**config.mk**
```make
export PLATFORM = sky130hd
export DESIGN_NAME = day_night_light_switch
export DESIGN_NICKNAME = d
export VERILOG_FILES = /design/src/rtl/dnls_pkg.sv /design/src/rtl/dnls_lane.sv /design/src/rtl/dnls_merge.sv /design/src/rtl/day_night_light_switch.sv
export SDC_FILE = /design/constraint.sdc
export NUM_CORES = 1
export LEC_CHECK = 0
export BUFFER_PORTS_ARGS = -buffer_cell sky130_fd_sc_hd__buf_4
export CORE_MARGIN = 3
export CORE_UTILIZATION = 47
export CTS_CLUSTER_SIZE = 20
export DETAILED_ROUTE_END_ITERATION = 10
export GPL_TIMING_DRIVEN = 1
export PLACE_DENSITY = 0.62
export SLEW_MARGIN = 20
export SYNTH_ARGS = -nofsm -noshare
export SYNTH_HDL_FRONTEND = slang
export SYNTH_HIERARCHICAL = 1
export SYNTH_SLANG_ARGS = --single-unit
```
**constraint.sdc**
```tcl
create_clock -name clk -period 28.2 [get_ports clk]
set_input_delay 2.82 -clock clk [delete_from_list [all_inputs] [get_ports clk]]
set_output_delay 2.82 -clock clk [all_outputs]
set_load 0.05 [all_outputs]
```
**src/rtl/dnls_pkg.sv**
```systemverilog
// shared types, constants and register codes for the day/night light switch
package dnls_pkg;

  localparam int SAMPLES_DEF = 8;
  localparam int FRACTION_DEF = 8;
  localparam int NUM_CHANNELS = 4;
  localparam int SAMPLE_W = 16;
  localparam int LEVEL_W = 16;
  localparam int SMOOTH_W = 17;
  localparam int CFG_INDEX_W = 3;
  localparam int CFG_DATA_W = 16;
  localparam int WANTS_W = 4;

  localparam logic [15:0] CUTOFF_RST = 16'd0;
  localparam logic INVERT_RST = 1'b0;
  localparam logic [11:0] BAND_RST = 12'd100;
  localparam logic [3:0] CONFIRM_RST = 4'd3;
  localparam logic [8:0] WEIGHT_RST = 9'd192;
  localparam logic [8:0] WEIGHT_FULL = 9'd256;
  localparam logic [WANTS_W-1:0] WANTS_MAX = 4'd15;

  typedef enum logic [CFG_INDEX_W-1:0] {
    REG_CUTOFF  = 3'd0,
    REG_INVERT  = 3'd1,
    REG_BAND    = 3'd2,
    REG_CONFIRM = 3'd3,
    REG_WEIGHT  = 3'd4
  } reg_index_t;

  typedef struct packed {
    logic [15:0] cutoff;
    logic        invert;
    logic [11:0] band;
    logic [3:0]  confirm;
    logic [8:0]  weight;
  } cfg_t;

  typedef struct packed {
    logic                night;
    logic                switched;
    logic [SMOOTH_W-1:0] smoothed;
    logic [LEVEL_W-1:0]  raw;
  } result_t;

endpackage

```
**src/rtl/dnls_lane.sv**
```systemverilog
// one channel lane: running sum, then floored mean by reciprocal multiply
module dnls_lane #(
  parameter int SAMPLES_PER_CHECK = dnls_pkg::SAMPLES_DEF
) (
  input  logic                          clk,
  input  logic                          rst,
  input  logic                          en,
  input  logic                          acc,
  input  logic                          last,
  input  logic [dnls_pkg::SAMPLE_W-1:0] sample,
  output logic [dnls_pkg::LEVEL_W-1:0]  mean
);

  localparam int CLOG = $clog2(SAMPLES_PER_CHECK);
  localparam int SW = dnls_pkg::SAMPLE_W + CLOG;
  localparam int SHIFT = SW + CLOG;
  localparam int RW = SW + 2;
  localparam int PW = SW + RW;
  localparam longint unsigned RECIP_FULL =
    ((64'd1 << SHIFT) + 64'(SAMPLES_PER_CHECK) - 64'd1) / 64'(SAMPLES_PER_CHECK);
  localparam logic [RW-1:0] RECIP = RW'(RECIP_FULL);

  logic [SW-1:0] sum;
  logic [SW-1:0] sum_next;
  logic [SW-1:0] total;
  logic [PW-1:0] prod;

  assign sum_next = sum + SW'(sample);

  always_ff @(posedge clk) begin
    if (rst) begin
      sum <= '0;
    end else if (en && acc) begin
      sum <= last ? '0 : sum_next;
    end
  end

  always_ff @(posedge clk) begin
    if (en && acc && last) begin
      total <= sum_next;
    end
    // exact floor division: sum stays below 2^SW
    if (en) begin
      prod <= PW'(total) * PW'(RECIP);
    end
  end

  assign mean = prod[SHIFT +: dnls_pkg::LEVEL_W];

endmodule

```
**src/rtl/dnls_merge.sv**
```systemverilog
// merges lane means into a level, smooths it and runs the debounced mode decision
module dnls_merge #(
  parameter int FRACTION_BITS = dnls_pkg::FRACTION_DEF
) (
  input  logic                                                   clk,
  input  logic                                                   rst,
  input  logic                                                   en,
  input  logic                                                   mean_valid,
  input  logic [dnls_pkg::NUM_CHANNELS-1:0][dnls_pkg::LEVEL_W-1:0] means,
  input  dnls_pkg::cfg_t                                         cfg,
  output logic                                                   res_valid,
  output dnls_pkg::result_t                                      res
);

  localparam int AW = dnls_pkg::LEVEL_W + FRACTION_BITS;
  localparam int MW = AW + 11;

  logic                              v3;
  logic                              v4;
  logic [dnls_pkg::LEVEL_W-1:0]      level3;
  logic [dnls_pkg::LEVEL_W-1:0]      level4;
  logic [dnls_pkg::SMOOTH_W-1:0]     smooth4;
  logic [dnls_pkg::LEVEL_W+1:0]      mean_sum;

  logic [AW-1:0]                     avg;
  logic                              seeded;
  logic [AW-1:0]                     avg_base;
  logic [AW-1:0]                     lq;
  logic [AW-1:0]                     avg_next;
  logic signed [AW:0]                diff;
  logic signed [9:0]                 wgt;
  logic signed [MW-1:0]              wprod;
  logic signed [MW-1:0]              delta;
  logic signed [MW-1:0]              avg_sum;

  logic                              night;
  logic [dnls_pkg::WANTS_W-1:0]      day_wants;
  logic [dnls_pkg::WANTS_W-1:0]      night_wants;
  logic                              night_next;
  logic [dnls_pkg::WANTS_W-1:0]      day_wants_next;
  logic [dnls_pkg::WANTS_W-1:0]      night_wants_next;
  logic                              switched;

  logic [15:0]                       low;
  logic [dnls_pkg::SMOOTH_W-1:0]     high;
  logic                              below;
  logic                              above;
  logic                              to_day;
  logic                              to_night;
  logic [3:0]                        need;
  logic [dnls_pkg::WANTS_W-1:0]      day_inc;
  logic [dnls_pkg::WANTS_W-1:0]      night_inc;

  assign mean_sum = 18'(means[0]) + 18'(means[1]) + 18'(means[2]) + 18'(means[3]);

  // moving average as avg + floor(w * (L - avg) / 256)
  assign lq = AW'(level3) << FRACTION_BITS;
  assign avg_base = seeded ? avg : lq;
  assign diff = $signed({1'b0, lq}) - $signed({1'b0, avg_base});
  assign wgt = (cfg.weight > dnls_pkg::WEIGHT_FULL) ? $signed({1'b0, dnls_pkg::WEIGHT_FULL})
                                                     : $signed({1'b0, cfg.weight});
  assign wprod = MW'(diff) * MW'(wgt);
  assign delta = wprod >>> 8;
  assign avg_sum = MW'($signed({1'b0, avg_base})) + delta;
  assign avg_next = avg_sum[AW-1:0];

  always_ff @(posedge clk) begin
    if (rst) begin
      v3 <= 1'b0;
      v4 <= 1'b0;
      avg <= '0;
      seeded <= 1'b0;
      night <= 1'b0;
      day_wants <= '0;
      night_wants <= '0;
    end else if (en) begin
      v3 <= mean_valid;
      v4 <= v3;
      if (v3) begin
        avg <= avg_next;
        seeded <= 1'b1;
      end
      if (v4) begin
        night <= night_next;
        day_wants <= day_wants_next;
        night_wants <= night_wants_next;
      end
    end
  end

  always_ff @(posedge clk) begin
    if (en) begin
      level3 <= mean_sum[dnls_pkg::LEVEL_W+1:2];
      level4 <= level3;
      smooth4 <= dnls_pkg::SMOOTH_W'(avg_next[AW-1:FRACTION_BITS]) + 17'd1;
    end
  end

  // thresholds around the cutoff
  assign low = (cfg.cutoff > 16'(cfg.band)) ? cfg.cutoff - 16'(cfg.band) : 16'd0;
  assign high = 17'(cfg.cutoff) + 17'(cfg.band);
  assign below = smooth4 < 17'(low);
  assign above = smooth4 > high;
  assign to_night = !night && (cfg.invert ? above : below);
  assign to_day = night && (cfg.invert ? below : above);
  assign need = (cfg.confirm == 4'd0) ? 4'd1 : cfg.confirm;
  assign day_inc = (day_wants == dnls_pkg::WANTS_MAX) ? dnls_pkg::WANTS_MAX : day_wants + 4'd1;
  assign night_inc = (night_wants == dnls_pkg::WANTS_MAX) ? dnls_pkg::WANTS_MAX
                                                           : night_wants + 4'd1;

  always_comb begin
    night_next = night;
    switched = 1'b0;
    day_wants_next = '0;
    night_wants_next = '0;
    if (to_day) begin
      day_wants_next = day_inc;
    end else if (to_night) begin
      night_wants_next = night_inc;
    end
    if (night && day_wants_next >= need) begin
      night_next = 1'b0;
      switched = 1'b1;
      day_wants_next = '0;
      night_wants_next = '0;
    end else if (!night && night_wants_next >= need) begin
      night_next = 1'b1;
      switched = 1'b1;
      day_wants_next = '0;
      night_wants_next = '0;
    end
  end

  assign res_valid = v4;
  assign res.night = night_next;
  assign res.switched = switched;
  assign res.smoothed = smooth4;
  assign res.raw = level4;

endmodule

```
**src/rtl/day_night_light_switch.sv**
```systemverilog
// top level of the day/night light switch: config registers, lanes, merge and output skid
//
// Input channel: one transaction carries one set of four light-sensor samples
// (channel_zero..channel_three). A new set is taken every clock cycle while
// in_ready is high. Every SAMPLES_PER_CHECK-th set closes a check and yields
// exactly one result transaction (night_active, mode_switched, smoothed_level,
// raw_level); the other sets yield nothing.
// Result path: a check's last sample set goes through the lane sum, reciprocal
// multiply, level add and moving-average multiply, then the decision into the
// output register.
// Throughput: one sample set per cycle while in_ready is high.
// Config channel: cfg_index selects the register (0 cutoff, 1 invert, 2 band,
// 3 confirmations, 4 weight), cfg_data carries the value; always ready, and
// indices past the list are dropped. Write only while the block is idle.
// Reset: sums, sample count, average, mode (day) and counters are cleared and
// the registers take their defaults.
// Stall: a skid register holds one extra result while out_ready is low; once it
// is full in_ready drops until the output drains.
module day_night_light_switch #(
  parameter int SAMPLES_PER_CHECK = dnls_pkg::SAMPLES_DEF,
  parameter int FRACTION_BITS = dnls_pkg::FRACTION_DEF
) (
  input  logic                               clk,
  input  logic                               rst,
  input  logic                               cfg_valid,
  output logic                               cfg_ready,
  input  logic [dnls_pkg::CFG_INDEX_W-1:0]   cfg_index,
  input  logic [dnls_pkg::CFG_DATA_W-1:0]    cfg_data,
  input  logic                               in_valid,
  output logic                               in_ready,
  input  logic [dnls_pkg::SAMPLE_W-1:0]      channel_zero,
  input  logic [dnls_pkg::SAMPLE_W-1:0]      channel_one,
  input  logic [dnls_pkg::SAMPLE_W-1:0]      channel_two,
  input  logic [dnls_pkg::SAMPLE_W-1:0]      channel_three,
  output logic                               out_valid,
  input  logic                               out_ready,
  output logic                               night_active,
  output logic                               mode_switched,
  output logic [dnls_pkg::SMOOTH_W-1:0]      smoothed_level,
  output logic [dnls_pkg::LEVEL_W-1:0]       raw_level
);

  localparam int CW = (SAMPLES_PER_CHECK > 1) ? $clog2(SAMPLES_PER_CHECK) : 1;
  localparam logic [CW-1:0] COUNT_LAST = CW'(SAMPLES_PER_CHECK - 1);

  dnls_pkg::cfg_t    cfg;
  dnls_pkg::result_t res;
  dnls_pkg::result_t out_data;
  dnls_pkg::result_t skid_data;
  logic              skid_valid;
  logic              res_valid;
  logic              en;
  logic              acc;
  logic              last;
  logic              v1;
  logic              v2;
  logic [CW-1:0]     count;

  logic [dnls_pkg::NUM_CHANNELS-1:0][dnls_pkg::SAMPLE_W-1:0] samples;
  logic [dnls_pkg::NUM_CHANNELS-1:0][dnls_pkg::LEVEL_W-1:0]  means;

  assign cfg_ready = 1'b1;

  always_ff @(posedge clk) begin
    if (rst) begin
      cfg.cutoff <= dnls_pkg::CUTOFF_RST;
      cfg.invert <= dnls_pkg::INVERT_RST;
      cfg.band <= dnls_pkg::BAND_RST;
      cfg.confirm <= dnls_pkg::CONFIRM_RST;
      cfg.weight <= dnls_pkg::WEIGHT_RST;
    end else if (cfg_valid && cfg_ready) begin
      case (cfg_index)
        dnls_pkg::REG_CUTOFF:  cfg.cutoff <= cfg_data;
        dnls_pkg::REG_INVERT:  cfg.invert <= cfg_data[0];
        dnls_pkg::REG_BAND:    cfg.band <= cfg_data[11:0];
        dnls_pkg::REG_CONFIRM: cfg.confirm <= cfg_data[3:0];
        dnls_pkg::REG_WEIGHT:  cfg.weight <= cfg_data[8:0];
        default: ;
      endcase
    end
  end

  // whole pipeline advances while the skid register is free
  assign en = !skid_valid;
  assign in_ready = en;
  assign acc = in_valid && in_ready;
  assign last = (count == COUNT_LAST);

  always_ff @(posedge clk) begin
    if (rst) begin
      count <= '0;
      v1 <= 1'b0;
      v2 <= 1'b0;
    end else if (en) begin
      if (acc) begin
        count <= last ? '0 : count + CW'(1);
      end
      v1 <= acc && last;
      v2 <= v1;
    end
  end

  assign samples = {channel_three, channel_two, channel_one, channel_zero};

  for (genvar i = 0; i < dnls_pkg::NUM_CHANNELS; i++) begin : g_lane
    dnls_lane #(
      .SAMPLES_PER_CHECK(SAMPLES_PER_CHECK)
    ) u_lane (
      .clk    (clk),
      .rst    (rst),
      .en     (en),
      .acc    (acc),
      .last   (last),
      .sample (samples[i]),
      .mean   (means[i])
    );
  end

  dnls_merge #(
    .FRACTION_BITS(FRACTION_BITS)
  ) u_merge (
    .clk        (clk),
    .rst        (rst),
    .en         (en),
    .mean_valid (v2),
    .means      (means),
    .cfg        (cfg),
    .res_valid  (res_valid),
    .res        (res)
  );

  // output register with one skid entry behind it
  always_ff @(posedge clk) begin
    if (rst) begin
      out_valid <= 1'b0;
      skid_valid <= 1'b0;
    end else if (en) begin
      if (out_valid && !out_ready) begin
        skid_valid <= res_valid;
      end else begin
        out_valid <= res_valid;
      end
    end else if (out_ready) begin
      skid_valid <= 1'b0;
    end
  end

  always_ff @(posedge clk) begin
    if (en) begin
      if (out_valid && !out_ready) begin
        skid_data <= res;
      end else begin
        out_data <= res;
      end
    end else if (out_ready) begin
      out_data <= skid_data;
    end
  end

  assign night_active = out_data.night;
  assign mode_switched = out_data.switched;
  assign smoothed_level = out_data.smoothed;
  assign raw_level = out_data.raw;

  a_skid_behind_out: assert property (@(posedge clk) disable iff (rst)
    skid_valid |-> out_valid)
    else $error("skid entry held without a pending output");

  a_skid_fill_on_stall: assert property (@(posedge clk) disable iff (rst)
    $rose(skid_valid) |-> $past(out_valid && !out_ready))
    else $error("skid filled while the output was not stalled");

  a_count_range: assert property (@(posedge clk) disable iff (rst)
    count <= COUNT_LAST)
    else $error("sample count past the check length");

endmodule

```
=== Word level (Yosys, flattened, before mapping) ===
Index checks and enable logic that the tools add are counted.

* Register bits: 432
* Input port bits: 88
* Word-level logic and storage cells: 128

* $add $sub $neg: 15
* $mul: 1
* Order comparisons: 6
* Equal/unequal tests: 9
* Multiplexer cells: 30
* Bitwise logic cells: 2
* Reductions and logical operators: 25

{| class="wikitable"
|+ Operators by type and width
! operator !! count
|-
| $mux 35 || 3
|-
| $add 19x16->19 || 4
|-
| $mux 19 || 4
|-
| $mux 4 || 10
|-
| $add 18x16->18 || 2
|-
| $mul 25x10->32 || 1
|-
| $sub 24x24->25 || 1
|-
| $add 24x24->24 || 1
|-
| $mux 24 || 1
|-
| $reduce_and 2->1 || 11
|-
| $add 16x1->17 const B || 1
|-
| $add 16x12->17 || 1
|-
| $add 16x16->17 || 1
|-
| $gt 17x17->1 || 1
|-
| $lt 17x16->1 || 1
|-
| $gt 16x12->1 || 1
|-
| $mux 16 || 1
|-
| $sub 16x12->16 || 1
|-
| $gt 9x9->1 const B || 1
|-
| $logic_and 1x1->1 || 9
|-
| $mux 1 || 9
|-
| $mux 9 || 1
|-
| $add 4x1->4 const B || 2
|-
| $eq 4x4->1 const B || 2
|-
| other kinds (11) || 18
|}

=== Longest topological paths before layout ===
Gate-level depths: netlist of the first run.

* Depth after elaboration: 13
* Depth in mapped cells: 44
* Gate-level depth less buffers: 41

=== Modules after synthesis ===
Netlist of the first run, hierarchy kept.

{| class="wikitable"
|+ Modules (own cells, without submodules)
! module !! times used !! cells each !! area an instance (um2)
|-
| dnls_merge || 1 || 1830 || 15942.8
|-
| dnls_lane at g_lane[1].u_lane ... || 3 || 228 || 2557.5
|-
| day_night_light_switch || 1 || 320 || 4350.4
|-
| dnls_lane at g_lane[0].u_lane || 1 || 228 || 2560.0
|}

=== Least setup slack after synthesis of the first run ===
No wires, ideal clock.

* Path type: reg2reg
* Start: register u_merge.seeded
* End: register u_merge/smooth4[14] (netlist bit), data pin
* Setup time: 0.261 ns
* Arrival: 10.237 ns
* Data required time: 27.938 ns
* Path slack: 17.701 ns
* Stages on the path, launching flop included: 44
* Buffers on the path: 3
* Cells stage by stage: dfxtp_1 > buf_4 > clkbuf_1 > clkbuf_1 > mux2i_1 > ha_1 > a41o_1 > a21o_1 > o21ai_0 > nor2b_1 > o21ai_0 > nand2b_1 > xor2_1 > nand2_1 > fa_1 > inv_1 > fa_1 > fa_1 > [8 not listed] > o221ai_2 > nor2b_1 > nor2b_1 > o21a_1 > o21a_1 > nor2_1 > xnor2_1 > ha_1 > and3_1 > a221oi_1 > o21ai_0 > a311oi_1 > o21bai_1 > xnor2_1 > nor3_1 > nand2_1 > or3_1 > xnor2_1

* Word-level cells in the longest chain between the ends: 5

{| class="wikitable"
|+ Ends and longest elaborated chain
! what !! line !! RTL
|-
| start: declaration || dnls_merge.sv:26 || <nowiki>logic seeded;</nowiki>
|-
| start signal: assignment || dnls_merge.sv:72 || <nowiki>seeded <= 1'b0;</nowiki>
|-
| start signal: assignment || dnls_merge.sv:81 || <nowiki>seeded <= 1'b1;</nowiki>
|-
| $mux 24 (*) || dnls_merge.sv:58 || <nowiki>assign avg_base = seeded ? avg : lq;</nowiki>
|-
| $sub 24x24->25 || dnls_merge.sv:59 || <nowiki>assign diff = $signed({1'b0, lq}) - $signed({1'b0, avg_base});</nowiki>
|-
| $mul 25x10->32 || dnls_merge.sv:62 || <nowiki>assign wprod = MW'(diff) * MW'(wgt);</nowiki>
|-
| $add 24x24->24 (*) || dnls_merge.sv:64 || <nowiki>assign avg_sum = MW'($signed({1'b0, avg_base})) + delta;</nowiki>
|-
| $add 16x1->17 (*) || dnls_merge.sv:95 || <nowiki>smooth4 <= dnls_pkg::SMOOTH_W'(avg_next[AW-1:FRACTION_BITS]) + 17'd1;</nowiki>
|-
| end signal: assignment || dnls_merge.sv:95 ||
|-
| end: declaration || dnls_merge.sv:22 || <nowiki>logic [dnls_pkg::SMOOTH_W-1:0] smooth4;</nowiki>
|}

Every way passes the cells marked *; elsewhere a longest branch is shown, timed or not.
A chain may end at the register's enable or synchronous reset.

=== Worst setup path after layout of the first run ===
Same ends and word-level chain as after synthesis.

==> results of run 1 <==
[critical path, delay by kind of cell, from the launching register on]
| kind | cells | cell delay [ps] |
|---|---|---|
| compound gates | 12 | 2960 |
| xor+xnor | 4 | 1040 |
| fa+ha+maj | 8 | 3450 |
| buf+inv | 4 | 500 |
| flops | 1 | 300 |
| mux | 1 | 280 |
| simple gates | 12 | 2180 |
[layer usage]
metal,GRT usage [%],vias up
li1,-,10760
met4,5.745,0
met2,38.81,494
met5,0,-
met3,3.290,81
met1,29.79,10920
[registers in the layout (all words and copies together) (netlist names), 3 cells and up]
register / cells
u_merge/day_wants: 4
raw_level: 16
u_merge/level3: 16
g_lane.u_lane/prod: 64
u_merge/avg: 24
g_lane.u_lane/sum: 76
skid_data: 35
g_lane.u_lane/total: 64
u_merge/night_wants: 4
u_merge/smooth4: 17
smoothed_level: 17
cfg: 42
count: 3
u_merge/level4: 16
[final cells by class]
| class | count | area, sq um |
|---|---|---|
| flip-flops and latches | 408 | 10640 |
| repair buffers | 145 | 1089 |
| multi-input cells | 2238 | 18330 |
| clock buffers | 55 | 1204 |
| well taps | 846 | 1059 |
| fillers | 5734 | 29900 |
| clock inverters | 28 | 272.8 |
| inverters | 309 | 1165 |
[how the worst max path moves through the flow]
stage | endpoint
CTS | u_merge/smooth4[14]
finish | u_merge/smooth4[14]
floorplan | u_merge/smooth4[14]
global route | u_merge/smooth4[14]
global placement | u_merge/smooth4[14]
detailed placement | u_merge/smooth4[14]
[placed cells by master, fill, tap and decap left out, drive strengths merged, types with 16 or more instances in the layout]
cell and count:
a211oi 24, o21a 27, nor2 262, mux2i 33, a22o 37, nand3 48, o21bai 16, clkinv 17
a21o 57, buf 145, and3 18, xnor2 134, dfxtp 161, a22oi 21, and2 43, o21ai 113
nor3 66, a21oi 193, nand2b 31, mux2 36, fa 211, clkbuf 55, nand4 29, nor2b 38
inv 314, xor2 54, edfxtp 247, nand2 308, a31oi 19, ha 259
[stage by stage]
stage	hold WS [ps]	utilization [%]
final	414.6	53.03
after global routing	414.5	53.03
after CTS	414.6	53.02
after detailed placement	404.5	50.70
after global placement	403.6	50.68
after floorplan	400.3	-
[cells by family after synthesis]
logic type | Yosys count | share of synthesized area [%]
simple gates | 904 | 13.80
compound gates | 606 | 13.86
fa+ha+maj | 470 | 24.45
buf+inv | 416 | 5.218
flops | 408 | 34.86
xor+xnor | 188 | 5.394
mux | 69 | 2.410
other cells | 1 | 0.01228
[report_power, final]
group	total (mW)	switching, mW	internal, mW
registers	0.733	0.0384	0.695
logic	0.642	0.389	0.254
clock network	0.586	0.250	0.336
==> impl_metrics.env, run 1 <==
export IMPL_status="finished, final reports clean"
export IMPL_hold_buffers=0
export IMPL_post_place_ws_ps=17260
export IMPL_clkSinkCount=408
export IMPL_cts_buffers=45
export IMPL_clk_pin_slew_worst_paths_ps=60
export IMPL_synth_largest_area_cell="edfxtp_1"
export IMPL_placed_cell_area_sq_um=32270
export IMPL_timing_fmax_mhz=90.90
export IMPL_cp_startpoint="u_merge/seeded"
export IMPL_fin_crit_ps=11000
export IMPL_die_h_um=260.9
export IMPL_worstSetupStartpointType="flip-flop"
export IMPL_maxSlewHeadroom_pct=26.51
export IMPL_dp_hpwl_um=59410
export IMPL_nets=3705
export IMPL_min_path_type="reg2reg"
export IMPL_synth_edff_count=247
export IMPL_rr_startpoint="u_merge/seeded"
export IMPL_n_antenna_cell=0
export IMPL_synth_cell_types=93
export IMPL_cts_setup_buffers=0
export IMPL_grt_usage_pct=22.53
export IMPL_cap_violations=0
export IMPL_hold_violations=0
export IMPL_clock_skew_ps=27.66
export IMPL_die_w_um=260.9
export IMPL_std_cell_rows=92
export IMPL_hold_start="g_lane[0].u_lane/total[5]"
export IMPL_insertion_delay_ps=590
export IMPL_crit_arrival_ps=11320
export IMPL_drcViolationCount=0
export IMPL_postCtsResizedCells=0
export IMPL_gp_congestion=0.9039
export IMPL_cts_tree="yes"
export IMPL_yosysSeqAreaShare_pct=34.86
export IMPL_root_buffer="clkbuf_16"
export IMPL_synthArstFlopShare_pct=0
export IMPL_highest_layer="met4"
export IMPL_drtIter0Drc=1353
export IMPL_ys_ff_latch=408
export IMPL_required_ps=28520
export IMPL_p_per_area_nw_per_um2=58.11
export IMPL_tightest_slew_ps=1095
export IMPL_ys_warn_count=6
export IMPL_dieArea_sq_um=68040
export IMPL_r2r_end="u_merge/smooth4[14]"
export IMPL_finalSetupViolCount=0
export IMPL_first_global_vias=22830
export IMPL_worst_slack_ps=17200
export IMPL_slowest_delay_ps=570
export IMPL_coreArea_sq_um=63660
export IMPL_synth_top_cells_by_count="inv_1 (309), nand2_1 (307), nor2_1 (261)"
export IMPL_synth_flop_cell="edfxtp_1"
export IMPL_synth_top_area_share_pct=24.30
export IMPL_avgSynthCellArea_sq_um=9.969
export IMPL_wl_met2_um=37020
export IMPL_synthTopCellsByArea="edfxtp_1 (24%), fa_1 (14%), ha_1 (11%)"
export IMPL_maxSlewViolCount=0
export IMPL_whs_endpoint="g_lane[0].u_lane/prod[24]"
export IMPL_drt_pre_antenna_iters=5
export IMPL_worstPathMaxFanout=29
export IMPL_vdd_drop_max_uv=49.61
export IMPL_p_leak_nw=14.72
export IMPL_finalPower_mw=1.962
export IMPL_io_pins=126
export IMPL_wl_met3_um=3386
export IMPL_r2r_cells=41
export IMPL_vias=22260
export IMPL_grt_max_degree=95
export IMPL_crit_path_top_delay_cell="fa_1"
export IMPL_vias_per_cell=5.524
export IMPL_antenna_found_initial=0
export IMPL_netlist_area_sq_um=30530
export IMPL_port_buffers=124
export IMPL_crit_path_end_kind="flip-flop"
export IMPL_drive_gt1_share_pct=9.802
export IMPL_clk_path_buf_depth=3
export IMPL_grt_pass1_wl_um=121900
export IMPL_areaGrowthSynthToFinish_pct=10.59
export IMPL_yosys_cell_count_top_type="inv_1"
export IMPL_rsz0062_at_grt="false"
export IMPL_whs_path_depth=0
export IMPL_r2r_setup_slack_ps=17200
export IMPL_period_share_pct=39.01
export IMPL_wl_um=75840
export IMPL_path_class="reg2reg"
export IMPL_grt_overflow_total=0
export IMPL_syn_nets=3620
export IMPL_critPathMostFrequentCell="fa_1"
export IMPL_initial_core_util_pct=47.95
export IMPL_ant_nets=0
export IMPL_m1WireLength_um=33760
export IMPL_h_tree_depth=2
export IMPL_wire_per_inst_um=18.82
export IMPL_layoutNonFillerInstCount=4029
export IMPL_syn_inst=3062
export IMPL_fin_setup_tns_ps=0
export IMPL_post_place_cells=3946
export IMPL_fin_area_sq_um=33760
No activity file was read; power rests on OpenSTA's default activity.
==> run 2, diff against run 1 <==
- PLACE_DENSITY: 0.62 -> 0.65
- clock period: 28.2 -> 9.1 ns (I/O delays scaled with it)
==> run 2 against run 1 <==
Compared with the run above: the flow now finishes with violations (negative setup slack); design area grew 6.5%; combinational power increased to 3.7 times the previous value; hold slack got worse by 4.5 ps; sequential cell count stayed put; fmax up 19%; global-route usage up 0.56 points; core utilization is 3.5 points higher; first-iteration DRC count grew 4.3%; clock-buffer cell count grew 2; highest routed layer unchanged.
==> impl_metrics.env, run 2 (synthesis gave the netlist of run 1 again) <==
export IMPL_whs_endpoint="g_lane[3].u_lane/prod[25]"
export IMPL_r2r_end="u_merge/smooth4[15]"
export IMPL_hold_buffers=0
export IMPL_worst_slack_ps=-138.2
export IMPL_grt_usage_pct=23.09
export IMPL_r2r_cells=41
export IMPL_largestRegisters="g_lane.u_lane/sum: 76 flops, g_lane.u_lane/prod: 64 flops, g_lane.u_lane/total: 64 flops"
export IMPL_tightest_slew_ps=1104
export IMPL_multi_input_area_sq_um=18950
export IMPL_dieArea_sq_um=68040
export IMPL_final_cell_mix="buf_4 (335), inv_1 (303), nand2_1 (303)"
export IMPL_port_buffers=124
export IMPL_h_tree_depth=2
export IMPL_antenna_found_initial=1
export IMPL_regMostFlops="g_lane.u_lane/sum"
export IMPL_ant_nets=0
export IMPL_grt_overflow_total=0
export IMPL_wl_um=78090
export IMPL_cts_tree="yes"
export IMPL_first_global_vias=23770
export IMPL_wl_met3_um=3868
export IMPL_whs_path_depth=0
export IMPL_finalSetupViolCount=5
export IMPL_highest_layer="met4"
export IMPL_gp_congestion=0.9456
export IMPL_worstSetupStartpointType="flip-flop"
export IMPL_drtIter0Drc=1411
export IMPL_grt_max_degree=58
export IMPL_period_share_pct=101.5
export IMPL_fin_crit_ps=9238
export IMPL_hold_violations=0
export IMPL_drive_gt1_share_pct=18.25
export IMPL_fillers=5459
export IMPL_grt_pass1_wl_um=125300
export IMPL_min_path_type="reg2reg"
export IMPL_cts_buffers=44
export IMPL_nets=3902
export IMPL_cap_violations=0
export IMPL_vias=23210
export IMPL_post_place_ws_ps=-337.9
export IMPL_timing_fmax_mhz=108.2
export IMPL_rr_startpoint="u_merge/seeded"
export IMPL_drcViolationCount=0
export IMPL_root_buffer="clkbuf_16"
export IMPL_drt_pre_antenna_iters=5
export IMPL_critPathMostFrequentCell="fa_1"
export IMPL_r2r_setup_slack_ps=-140
export IMPL_clock_skew_ps=24.50
export IMPL_n_antenna_cell=0
export IMPL_die_h_um=260.9
export IMPL_vias_per_cell=5.493
export IMPL_hold_start="g_lane[3].u_lane/total[6]"
export IMPL_cp_top_family="adder cells"
export IMPL_coreArea_sq_um=63660
export IMPL_maxSlewHeadroom_pct=26.19
export IMPL_clk_pin_slew_worst_paths_ps=70
export IMPL_status="finished, violations left"
export IMPL_insertion_delay_ps=590
export IMPL_dp_hpwl_um=61330
export IMPL_initial_core_util_pct=47.95
export IMPL_rsz0062_at_grt="true"
export IMPL_crit_buf_inv=7
export IMPL_final_util_pct=56.50
export IMPL_required_ps=9420
export IMPL_m1WireLength_um=33900
export IMPL_crit_arrival_ps=9560
export IMPL_clk_path_buf_depth=3
export IMPL_clkSinkCount=408
export IMPL_slowest_delay_ps=540
export IMPL_crit_path_top_delay_cell="fa_1"
export IMPL_vdd_drop_max_uv=150.4
export IMPL_worstPathMaxFanout=6
export IMPL_p_per_area_nw_per_um2=181.8
export IMPL_std_cell_rows=92
export IMPL_io_pins=126
export IMPL_path_class="reg2reg"
export IMPL_areaGrowthSynthToFinish_pct=17.82
export IMPL_largest_reg_flops=76
export IMPL_finalPower_mw=6.538
export IMPL_seqCellArea_sq_um=10650
export IMPL_wl_met2_um=38570
export IMPL_crit_path_end_kind="flip-flop"
export IMPL_violations="negative setup slack"
export IMPL_wire_per_inst_um=18.48
export IMPL_p_leak_nw=15.85
export IMPL_die_w_um=260.9
export IMPL_maxSlewViolCount=0
export IMPL_final_common_cell="buf_4"
[run 2: metrics by stage]
step	area, sq um	cells	hold slack (ps)	TNS [ps]
3_5_place_dp	33750	4124	404.5	-1645
6_report	35970	4226	410.0	-351.3
2_1_floorplan	30690	3062	400.3	-232.8
4_1_cts	35630	4218	414.5	-35.31
5_1_grt	35970	4226	414.6	-4250
3_3_place_gp	33740	4124	405.3	-688.4
[run 2: metal layers]
metal	vias to the layer above	global-route usage [%]
met1	11340	30.50
met4	0	5.729
met5	-	0
met2	600	40.46
met3	135	2.639
li1	11140	-
[run 2: layout make-up]
| class | count | area share (%) |
|---|---|---|
| timing repair buffer | 343 | 7.302 |
| clock inverter | 25 | 0.8628 |
| clock buffer | 57 | 3.371 |
| multi-input combinational | 2238 | 52.68 |
| tap | 846 | 2.943 |
| inverter | 309 | 3.239 |
| sequential | 408 | 29.60 |
[run 2: how the worst max path moves through the flow]
stage	startpoint	endpoint	cells after the start
finish	u_merge/seeded	u_merge/smooth4[15]	41
global route	u_merge/seeded	u_merge/smooth4[15]	41
CTS	u_merge/seeded	u_merge/smooth4[14]	40
detailed placement	u_merge/seeded	u_merge/smooth4[14]	42
global placement	u_merge/seeded	u_merge/smooth4[14]	42
floorplan	u_merge/seeded	u_merge/smooth4[14]	41
[run 2: power by group]
part           internal [mW]  switching [mW]
clock network           1.10           0.771
logic                   1.04            1.36
registers               2.15           0.122
total                   4.29            2.25
[run 2: repair_timing]
item / in CTS / in global routing
setup buffers: 13 / 12
resized for setup: 54 / 63
endpoints found under the setup margin: 14 / 20
pin swaps: 48 / 40
hold endpoints to repair: 0 / 0
==> run 3, diff against run 2 <==
- REMOVE_ABC_BUFFERS: default -> 1
==> run 3 against run 2 <==
Compared with the run above: the run still ends with negative setup slack left; die area did not move; fmax rose by 0.89%; combinational power barely moved; critical path depth rose by 1; register-to-register slack improved by 80 ps; global-route usage fell by 0.28 points; non-clock buffer count rose by 40; clock power fell by 4%; total power fell by 0.56%; hold slack got worse by 2.9 ps; critical path type unchanged; critical endpoint is now u_merge/smooth4[14]; largest power group unchanged.
==> impl_metrics.env, run 3 (synthesis gave the netlist of run 1 again) <==
export IMPL_status="finished, violations left"
export IMPL_violations="negative setup slack"
export IMPL_wl_um=77770
export IMPL_grt_usage_pct=22.82
export IMPL_combPwrFrac_pct=37.4
export IMPL_cap_violations=0
export IMPL_grt_max_degree=58
export IMPL_initial_core_util_pct=47.95
export IMPL_drtIter0Drc=1629
export IMPL_cts_buffers=42
export IMPL_root_buffer="clkbuf_16"
export IMPL_seq_power_share_pct=34.9
export IMPL_fin_crit_ps=9157
export IMPL_cts_tree="yes"
export IMPL_p_clk_share_pct=27.7
export IMPL_drt_pre_antenna_iters=8
export IMPL_grt_most_used_layer="met2"
export IMPL_nets=3940
export IMPL_largestRegisters="g_lane.u_lane/sum: 76 flops, g_lane.u_lane/prod: 64 flops, g_lane.u_lane/total: 64 flops"
export IMPL_final_common_cell="buf_4"
export IMPL_p_per_area_nw_per_um2=178.9
export IMPL_clkSinkCount=408
export IMPL_hold_violations=0
export IMPL_sw_frac_of_total_pct=33.67
export IMPL_maxSlewHeadroom_pct=33.10
export IMPL_fin_setup_tns_ps=-67.72
export IMPL_r2r_setup_slack_ps=-60
export IMPL_crit_arrival_ps=9450
export IMPL_critPathMostFrequentCell="fa_1"
export IMPL_h_tree_depth=2
export IMPL_p_leak_nw=16.06
export IMPL_power_switching_mw=2.189
export IMPL_rsz0062_at_grt="true"
export IMPL_slowest_delay_ps=550
export IMPL_timing_fmax_mhz=109.2
export IMPL_die_h_um=260.9
export IMPL_die_w_um=260.9
export IMPL_largest_reg_flops=76
export IMPL_regMostFlops="g_lane.u_lane/sum"
export IMPL_first_global_vias=23930
export IMPL_worstSetupStartpointType="flip-flop"
export IMPL_port_buffers=124
export IMPL_dp_hpwl_um=60530
export IMPL_wire_per_inst_um=18.25
export IMPL_grt_overflow_total=0
export IMPL_crit_path_end_kind="flip-flop"
export IMPL_final_util_pct=57.10
export IMPL_use_met3_pct=2.601
export IMPL_areaGrowthSynthToFinish_pct=19.06
export IMPL_finalSetupViolCount=2
export IMPL_tightest_slew_ps=995.8
export IMPL_min_path_type="reg2reg"
export IMPL_worst_slack_ps=-56.97
export IMPL_antenna_found_initial=2
export IMPL_dieArea_sq_um=68040
export IMPL_grt_use_met2_pct=39.09
export IMPL_std_cell_rows=92
export IMPL_grt_pass1_wl_um=124200
export IMPL_vdd_drop_max_uv=158.1
export IMPL_path_class="reg2reg"
export IMPL_worstPathMaxFanout=4
export IMPL_required_ps=9390
export IMPL_coreArea_sq_um=63660
export IMPL_use_met1_pct=30.57
export IMPL_drcViolationCount=0
export IMPL_clock_skew_ps=14.82
export IMPL_io_pins=126
export IMPL_clk_path_buf_depth=3
export IMPL_p_int_mw=4.313
export IMPL_ant_nets=0
export IMPL_insertion_delay_ps=550
export IMPL_final_cell_mix="buf_4 (368), nand2_1 (300), inv_1 (299)"
export IMPL_drive_gt1_share_pct=19.41
export IMPL_crit_path_top_delay_cell="fa_1"
export IMPL_vias_per_cell=5.488
export IMPL_maxSlewViolCount=0
export IMPL_gp_congestion=0.8708
export IMPL_clk_pin_slew_worst_paths_ps=70
export IMPL_vias=23390
export IMPL_period_share_pct=100.6
## run 3: changes by cell type in the layout (fill, tap and decap cells not counted), moves of 4 or more
cell / change
inv_2: +4
ha_4: +5
nor2_4: +4
clkinvlp_4: -4
ha_2: -5
buf_6: +8
nor2_2: -5
buf_4: +33
inv_1: -4
## run 3: area by class of cell
class | instances | area [sq um]
well taps | 846 | 1059
inverters | 309 | 1162
multi-input cells | 2238 | 19090
clock inverters | 21 | 252.7
repair buffers | 383 | 2949
fillers | 5397 | 27310
flip-flops and latches | 408 | 10650
clock buffers | 56 | 1186
diodes | 1 | 2.502
## run 3: what timing repair did
item	in CTS	in global routing
setup endpoints to repair	15	18
pin swaps	39	93
resized for setup	57	113
hold buffers	0	0
buffers inserted	14	15
## run 3: layer usage
layer  vias up  wire (um)  part of all wire (%)
met4         0       2352                   3.0
met5         -          0                     0
li1      11210          -                     -
met1     11430      33910                    44
met3       153       3474                   4.5
met2       598      38040                    49
## run 3: metrics by stage
stage          hold slack, ps  power, mW  area (sq um)  std cells  worst slack [ps]
2_1_floorplan           400.3      3.719         30090       2955             -1111
3_3_place_gp            403.9      4.428         33880       4161            -364.3
3_5_place_dp            404.5      4.471         33900       4161            -515.3
4_1_cts                 408.8      6.364         35730       4252             2.242
5_1_grt                 422.4      6.855         36340       4261            -446.1
6_report                407.1      6.502         36340       4262            -56.97
## run 3: final timing paths
kind | cells past startpoint | startpoint | end
hold reg to reg | 0 | g_lane[3].u_lane/total[11] | g_lane[3].u_lane/prod[30]
setup / recovery | 42 | u_merge/seeded | u_merge/smooth4[14]
hold / removal | 0 | g_lane[3].u_lane/total[11] | g_lane[3].u_lane/prod[30]
setup reg to reg | 42 | u_merge/seeded | u_merge/smooth4[14]
## run 3: power groups by stage
stage	clock, mW	combinational, mW	sequential [mW]
floorplan	0	1.33	2.39
global placement	0	2.12	2.30
detailed placement	0	2.17	2.31
CTS	1.85	2.25	2.27
global route	1.93	2.65	2.28
finish	1.80	2.43	2.27
## run 3: worst max-delay path, delay by kind of cell (launching register included)
kind	cells	cell delay [ps]
mux	1	240
fa+ha+maj	8	3440
xor+xnor	4	540
simple gates	12	1810
buf+inv	8	900
compound gates	9	1560
flops	1	380
